### config.mk
export PLATFORM = sky130hd
export DESIGN_NAME = mscf_queue
export DESIGN_NICKNAME = d
export VERILOG_FILES = /design/src/design/mscf_pkg.sv /design/src/design/mscf_queue.sv
export SDC_FILE = /design/constraint.sdc
export NUM_CORES = 1
export LEC_CHECK = 0
export BUFFER_PORTS_ARGS = -buffer_cell sky130_fd_sc_hd__clkbuf_2
export CORE_MARGIN = 4
export CORE_UTILIZATION = 54
export DETAILED_ROUTE_END_ITERATION = 7
export PLACE_DENSITY = 0.86
export SLEW_MARGIN = 20
export SYNTH_ARGS = -nofsm -noshare
export SYNTH_HDL_FRONTEND = slang
export SYNTH_SLANG_ARGS = --single-unit
### constraint.sdc
create_clock -name clock -period 17.79 [get_ports clock]
set_input_delay 5.337 -clock clock [delete_from_list [all_inputs] [get_ports clock]]
set_output_delay 5.337 -clock clock [all_outputs]
set_load 0.02 [all_outputs]
### src/design/mscf_pkg.sv
// shared types, constants and triangle tables for the marching squares fill cell
`default_nettype none

package mscf_pkg;

   localparam int SAMPLE_W    = 16;
   localparam int SHIFT_W     = 17;
   localparam int MAG_W       = 16;
   localparam int DEN_W       = 17;
   localparam int DVS_W       = 18;
   localparam int COL_W       = 10;
   localparam int STEP_W      = 15;
   localparam int ORG_W       = 16;
   localparam int PROD_W      = 25;
   localparam int X0_W        = 27;
   localparam int VERT_W      = 28;
   localparam int OUT_W       = 16;
   localparam int NUM_VERT    = 8;
   localparam int NUM_EDGE    = 4;
   localparam int QUEUE_DEPTH = 4;
   localparam int QPTR_W      = 2;
   localparam int QCNT_W      = 3;
   localparam int CSR_ADDR_W  = 5;
   localparam int CSR_DATA_W  = 32;

   // register index codes
   localparam logic [2:0] REG_LEVEL    = 3'd0;
   localparam logic [2:0] REG_ORIGIN_X = 3'd1;
   localparam logic [2:0] REG_ORIGIN_Y = 3'd2;
   localparam logic [2:0] REG_STEP_X   = 3'd3;
   localparam logic [2:0] REG_STEP_Y   = 3'd4;

   typedef struct packed {
      logic signed [SAMPLE_W-1:0] value_a;
      logic signed [SAMPLE_W-1:0] value_b;
      logic signed [SAMPLE_W-1:0] value_c;
      logic signed [SAMPLE_W-1:0] value_d;
      logic [COL_W-1:0]           cell_col;
      logic [COL_W-1:0]           cell_row;
   } req_item_type;

   typedef struct packed {
      logic signed [OUT_W-1:0] ax;
      logic signed [OUT_W-1:0] ay;
      logic signed [OUT_W-1:0] bx;
      logic signed [OUT_W-1:0] by_coord;
      logic signed [OUT_W-1:0] cx;
      logic signed [OUT_W-1:0] cy;
      logic                    last_triangle;
   } rsp_item_type;

   // cell geometry that travels beside the dividers
   typedef struct packed {
      logic [3:0]      mask;
      logic            center;
      logic [X0_W-1:0] x0;
      logic [X0_W-1:0] y0;
   } side_type;

   // finished cell: classification plus the eight saturated vertices
   typedef struct packed {
      logic [3:0]                        mask;
      logic                              center;
      logic [NUM_VERT-1:0][OUT_W-1:0]    vx;
      logic [NUM_VERT-1:0][OUT_W-1:0]    vy;
   } cell_rec_type;

   // vertex ids: corners a b c d, then edges ab bc dc ad
   typedef logic [2:0] vid_type;
   typedef vid_type [0:2] tri_type;

   localparam logic [2:0] BASE_COUNT [16] = '{
      3'd0, 3'd1, 3'd1, 3'd2, 3'd1, 3'd2, 3'd2, 3'd3,
      3'd1, 3'd2, 3'd2, 3'd3, 3'd2, 3'd3, 3'd3, 3'd2};

   localparam tri_type TRI_NONE = '{3'd0, 3'd0, 3'd0};

   localparam tri_type BASE_TRI [16][4] = '{
      '{TRI_NONE, TRI_NONE, TRI_NONE, TRI_NONE},
      '{'{3'd0, 3'd4, 3'd7}, TRI_NONE, TRI_NONE, TRI_NONE},
      '{'{3'd1, 3'd5, 3'd4}, TRI_NONE, TRI_NONE, TRI_NONE},
      '{'{3'd0, 3'd5, 3'd7}, '{3'd0, 3'd1, 3'd5}, TRI_NONE, TRI_NONE},
      '{'{3'd2, 3'd6, 3'd5}, TRI_NONE, TRI_NONE, TRI_NONE},
      '{'{3'd0, 3'd4, 3'd7}, '{3'd2, 3'd6, 3'd5}, TRI_NONE, TRI_NONE},
      '{'{3'd4, 3'd2, 3'd6}, '{3'd4, 3'd1, 3'd2}, TRI_NONE, TRI_NONE},
      '{'{3'd0, 3'd1, 3'd7}, '{3'd7, 3'd1, 3'd6}, '{3'd1, 3'd2, 3'd6}, TRI_NONE},
      '{'{3'd3, 3'd7, 3'd6}, TRI_NONE, TRI_NONE, TRI_NONE},
      '{'{3'd0, 3'd6, 3'd3}, '{3'd0, 3'd4, 3'd6}, TRI_NONE, TRI_NONE},
      '{'{3'd3, 3'd7, 3'd6}, '{3'd1, 3'd5, 3'd4}, TRI_NONE, TRI_NONE},
      '{'{3'd0, 3'd1, 3'd5}, '{3'd0, 3'd5, 3'd6}, '{3'd0, 3'd6, 3'd3}, TRI_NONE},
      '{'{3'd7, 3'd2, 3'd3}, '{3'd7, 3'd5, 3'd2}, TRI_NONE, TRI_NONE},
      '{'{3'd0, 3'd4, 3'd3}, '{3'd3, 3'd4, 3'd5}, '{3'd3, 3'd5, 3'd2}, TRI_NONE},
      '{'{3'd4, 3'd1, 3'd2}, '{3'd4, 3'd2, 3'd7}, '{3'd7, 3'd2, 3'd3}, TRI_NONE},
      '{'{3'd0, 3'd2, 3'd3}, '{3'd0, 3'd1, 3'd2}, TRI_NONE, TRI_NONE}};

   localparam tri_type CENTER_TRI [2] = '{
      '{3'd4, 3'd5, 3'd6}, '{3'd4, 3'd6, 3'd7}};

   function automatic logic [2:0] tri_count(input logic [3:0] mask, input logic center);
      return BASE_COUNT[mask] + (center ? 3'd2 : 3'd0);
   endfunction

endpackage

`default_nettype wire

### src/design/mscf_queue.sv
// short cell queue between the front pipeline and the triangle emitter
`default_nettype none

module mscf_queue
   import mscf_pkg::*;
(
   input  wire logic          clock,
   input  wire logic          reset,
   input  wire logic          push,
   input  wire cell_rec_type  push_rec,
   input  wire logic          pop,
   output logic               empty,
   output logic               full,
   output cell_rec_type       head
);

   cell_rec_type        slot_ff [QUEUE_DEPTH];
   logic [QPTR_W-1:0]   wr_ptr_ff, rd_ptr_ff;
   logic [QCNT_W-1:0]   count_ff, count_in;

   assign empty = (count_ff == '0);
   assign full  = (count_ff == QCNT_W'(QUEUE_DEPTH));
   assign head  = slot_ff[rd_ptr_ff];

   always_comb begin
      count_in = count_ff;
      if (push && !pop) begin
         count_in = count_ff + 1'b1;
      end else if (pop && !push) begin
         count_in = count_ff - 1'b1;
      end
   end

   always_ff @(posedge clock) begin
      if (reset) begin
         wr_ptr_ff <= '0;
         rd_ptr_ff <= '0;
         count_ff  <= '0;
      end else begin
         if (push) begin
            wr_ptr_ff <= wr_ptr_ff + 1'b1;
         end
         if (pop) begin
            rd_ptr_ff <= rd_ptr_ff + 1'b1;
         end
         count_ff <= count_in;
      end
   end

   always_ff @(posedge clock) begin
      if (push) begin
         slot_ff[wr_ptr_ff] <= push_rec;
      end
   end

`ifndef SYNTHESIS
   a_no_overflow: assert property (@(posedge clock) disable iff (reset)
      push |-> !full)
      else $error("cell queue written while full");
   a_no_underflow: assert property (@(posedge clock) disable iff (reset)
      pop |-> !empty)
      else $error("cell queue read while empty");
`endif

endmodule

`default_nettype wire

==> impl_metrics.ini, run 1 <==
[global_route]
grt_pass1_wl_um = 124000
track_usage = 0.224
grt_overflow = 0
antenna_found_initial = 9
grt_pass1_vias = 18900
grt_max_degree = 145

[detailed_routing]
wl_per_cell_um = 27.7
drc = 0
wl_met2_um = 44100
drt_iter0_markers = 1944
vias = 17700
wl_met3_um = 8210
vias_per_cell = 5.87
dr.pass1.iters = 5
topRoutingLayerUsed = met5
antenna_left = 0
met1_length_um = 28800
drt-total-wl_um = 83700

[synthesis]
synth.most_common_cell = edfxtp_1
synth.top_cell.area_share = 0.823
synth_top_area_cell = edfxtp_1
synth.distinct_cells = 21
syn_area_per_cell_um2 = 27.1
yosysSeqAreaShare = 0.828
yosys-top-cells-area = edfxtp_1 82%, mux4_2 15%, buf_6 0.65%
syn_nets = 1678
async_reset_ff_frac = 0
synth_cells = 1407
ys_warn_count = 0
dominantRegCellSynth = edfxtp_1
synthTopCellsByCount = 1044 x edfxtp_1, 261 x mux4_2, 29 x buf_2
syn_area_um2 = 38100
ys_ff_latch = 1053
synth_edf_count = 1044

[critical_path]
crit_slowest_cell = dfxtp_4
end_kind = primary output
required_ps = 12450
startpoint_type = flip-flop
cp_top_family = buffers and inverters
critPathBufInv = 3
path_cells = buf_12, buf_16, mux4_2, clkbuf_2
cp_max_fo = 82
slowest_delay_ps = 790
crit_type = reg -> out
crit_arrival_ps = 3280

[outcome]
status = finished, final reports clean

[placement]
place_congestion = 0.790
dp_slack_ps = 9160
io_buffers = 527
placed_cell_area_um2 = 41700
dp_hpwl_um = 48200

[final_layout]
drive_above_1_share = 0.460
regArea_um2 = 31500
multi_input_area_um2 = 6120
n_fill_cell = 4370
nNetsFinal = 2269
syn_to_final_growth_pct = 17.9
stdcell_area_um2 = 44900

[sta]
drv_slew = 0
tightest_slew_ps = 1070
fmax_ghz = 0.116
setup_tns_ps = 0
fin_skew_ps = 32.2
finalHoldViolCount = 0
finalSetupViolCount = 0
timing.final.ws_setup_ps = 9180
fin_crit_sh = 0.484
period_needed_ps = 8610
slew_headroom = 0.285
rsz0062_at_grt = no

[floorplanning]
core_um2 = 69900
row_count = 97
dieArea_um2 = 74800
ios = 528
die_w_um = 274
fp.dieH_um = 274
start_util = 0.545

[job]
maxCapViolCount = 0

[min_path]
holdCritPathClass = reg -> reg

[cts]
cts_resized = 0
clkTransAtPathRegs_ps = 60
clockBufferDepth = 3
holdBufCountCts = 0
tritoncts = done
htree_levels = 3
cts_made_buffers = 101
postCtsSetupBuffers = 0
clkLatencyLatePin_ps = 640
clock-root-buffer = clkbuf_16
cts.sink_count = 1053

[power_and_ir_drop]
power_mw = 5.53
total_leakage_power_nw = 15.1
power.density_nw_per_um2 = 123
ir_drop_uv = 100
[sequential cells by signal, summed over array words and instances, names as in the netlist, named ones only]
name,cells
count_ff,3
rd_ptr_ff,2
slot_ff,1044
wr_ptr_ff,2
[metrics by stage]
| stage | hold slack, ps | cells | util |
|---|---|---|---|
| finish | 540 | 3019 | 0.642 |
| global route | 570 | 3017 | 0.642 |
| global placement | 478 | 2834 | 0.596 |
| detailed placement | 510 | 2834 | 0.596 |
| floorplan | 466 | 1407 | - |
| CTS | 523 | 3013 | 0.641 |
[cell usage in the layout (no fill, tap or decap), drive strengths merged]
master | Yosys | routed
o21ai | 1 | 1
mux2i | 2 | 2
mux4 | 261 | 261
nor3b | 1 | 1
and2 | 4 | 4
edfxtp | 1044 | 1044
a21oi | 1 | 1
xnor2 | 2 | 2
bufinv | 0 | 5
ha | 5 | 5
clkinvlp | 0 | 4
buf | 52 | 20
fa | 1 | 1
dfxtp | 9 | 9
diode | 0 | 5
xor2 | 3 | 3
clkinv | 0 | 40
nor3 | 1 | 1
clkbuf | 7 | 653
nor2 | 7 | 7
inv | 4 | 8
or3 | 1 | 1
nand2 | 1 | 1
[report_power, final]
group	switching, mW	total (mW)	internal [mW]
clock network	0.884	2.04	1.16
logic	0.365	0.589	0.224
registers	0.0427	2.90	2.86
[metal layers]
layer | vias to the layer above | GRT usage
met4 | 8 | 0.0726
met1 | 9281 | 0.278
met2 | 952 | 0.382
met5 | - | 0
met3 | 155 | 0.0698
li1 | 7319 | -
[layout make-up]
cell class	instances	area share
Clock inverter	53	0.0103
Timing Repair Buffer	547	0.0634
Inverter	4	0.000335
Multi-Input combinational cell	291	0.136
Clock buffer	126	0.0605
Sequential cell	1053	0.703
Tap cell	940	0.0262
Antenna cell	5	0.000279
[logic make-up after synthesis]
group / share of synthesized area
AO/OA/AOI/OAI: 0.000263
XOR/XNOR: 0.00115
adder cells (fa/ha/maj): 0.00217
buffers and inverters: 0.0115
flip-flops: 0.828
multiplexers: 0.155
AND/OR/NAND/NOR: 0.00194
[worst register-to-register path: stages (launching register included)]
cell     delay (ps)
dfxtp_1         360
inv_1           100
ha_1            160
and2_4          740
buf_4           890
buf_4           940
[path summary, 6_finish.rpt]
path,start,end,slack [ps],cells after the start
worst max-delay path,flip-flop,head[204],9180,4
worst min-delay path,count_ff[2],count_ff[2],540,2
worst max register to register,wr_ptr_ff[0],slot_ff[2][167],14120,5
worst min register to register,count_ff[2],count_ff[2],540,2
Power figures use the tool's default switching activity.
==> run 2, diff against run 1 <==
--- a/config.mk
+++ b/config.mk
@@ -7,9 +7,9 @@
 export LEC_CHECK = 0
 export BUFFER_PORTS_ARGS = -buffer_cell sky130_fd_sc_hd__clkbuf_2
 export CORE_MARGIN = 4
-export CORE_UTILIZATION = 54
+export CORE_UTILIZATION = 51
 export DETAILED_ROUTE_END_ITERATION = 7
-export PLACE_DENSITY = 0.86
+export PLACE_DENSITY = 0.85
 export SLEW_MARGIN = 20
 export SYNTH_ARGS = -nofsm -noshare
 export SYNTH_HDL_FRONTEND = slang
==> constraint.sdc (replaced) <==
create_clock -name clock -period 7.8 [get_ports clock]
set_input_delay 2.34 -clock clock [delete_from_list [all_inputs] [get_ports clock]]
set_output_delay 2.34 -clock clock [all_outputs]
set_load 0.02 [all_outputs]
==> impl_metrics.ini, run 2 (synthesis gave the netlist of run 1 again) <==
[detailed_routing]
met1_length_um = 27100
antenna_left = 0
drt_iter0_markers = 1400
drt-total-wl_um = 78500
drc = 0
vias_per_cell = 5.69
vias = 17300
wl_met2_um = 41100
wl_per_cell_um = 25.8
dr.pass1.iters = 5
wl_met3_um = 7940
topRoutingLayerUsed = met5

[final_layout]
nNetsFinal = 2266
layout_common_cells = 1044 x edfxtp_1, 527 x clkbuf_2, 261 x mux4_2
drive_above_1_share = 0.458
postLayoutCoreUtil = 0.614
final_common_cell = edfxtp_1
top_register = slot_ff
syn_to_final_growth_pct = 18.5
largest_reg_flops = 1044
biggestRegsByFlops = slot_ff x1044, count_ff x3
stdcell_area_um2 = 45100

[floorplanning]
die_w_um = 281
dieArea_um2 = 79100
core_um2 = 73500
row_count = 99
ios = 528
fp.dieH_um = 281
start_util = 0.518

[sta]
slew_headroom = 0.298
finalSetupViolCount = 0
setup_tns_ps = 0
tightest_slew_ps = 1050
fin_crit_sh = 0.691
fin_skew_ps = 41.7
hold_slack_ps = 556
fmax_ghz = 0.185
rsz0062_at_grt = no
finalHoldViolCount = 0
period_needed_ps = 5390
drv_slew = 0

[min_path]
holdCritPathClass = reg -> reg
hold_depth = 2

[cts]
clockBufferDepth = 3
holdBufCountCts = 0
cts_made_buffers = 100
cts.sink_count = 1053
clock-root-buffer = clkbuf_16
cts_resized = 0
tritoncts = done
postCtsSetupBuffers = 0
htree_levels = 3
clkLatencyLatePin_ps = 650
clkTransAtPathRegs_ps = 60

[critical_path]
required_ps = 5460
end_kind = primary output
cp_max_fo = 79
crit_arrival_ps = 3050
startpoint_type = flip-flop
crit_type = reg -> out
worstRegToRegCells = 3

[job]
maxCapViolCount = 0

[placement]
placed_cell_area_um2 = 41800
place_congestion = 0.757
io_buffers = 527
dp_hpwl_um = 47400

[global_route]
antenna_found_initial = 14
grt_pass1_wl_um = 118000
grt_overflow = 0
grt_pass1_vias = 18800
track_usage = 0.198
grt_max_degree = 132

[power_and_ir_drop]
power_mw = 12.7
ir_drop_uv = 281
total_leakage_power_nw = 15.1
power.density_nw_per_um2 = 282

[outcome]
status = finished, final reports clean
## run 2: power breakdown
part	switching (mW)	internal, mW	leakage, nW	total, mW
Clock	2.01	2.77	1.59	4.78
Sequential	0.0844	6.51	9.66	6.60
Combinational	0.815	0.515	3.88	1.33
## run 2: critical path: stages (launching register included)
cell and delay, ps:
dfxtp_4 860, buf_12 500, mux4_2 660, clkbuf_2 190
## run 2: final timing paths
kind	from	to	slack (ps)
min reg2reg	count_ff[2]	count_ff[2]	560
max	flip-flop	head[196]	2410
max reg2reg	wr_ptr_ff[0]	slot_ff[1][167]	5620
min	count_ff[2]	count_ff[2]	560
## run 2: layout make-up
cell class	instances	area (um^2)
clock inverters	61	668
inverters	4	15.0
flip-flops and latches	1053	31500
diodes	10	25.0
well taps	959	1200
fillers	4656	28400
multi-input cells	291	6120
repair buffers	545	2920
clock buffers	119	2620
## run 2: metrics by stage
step           std cells  setup slack [ps]
6_report            3042              2410
4_1_cts             3032              2310
3_3_place_gp        2852              3050
2_1_floorplan       1407              1830
3_5_place_dp        2852              3030
5_1_grt             3036              2150
## run 2: per-layer routing
layer | global-route usage | vias to the layer above
met5 | 0 | -
met4 | 0.0653 | 8
met3 | 0.0666 | 164
met2 | 0.340 | 795
met1 | 0.239 | 9029
li1 | - | 7316
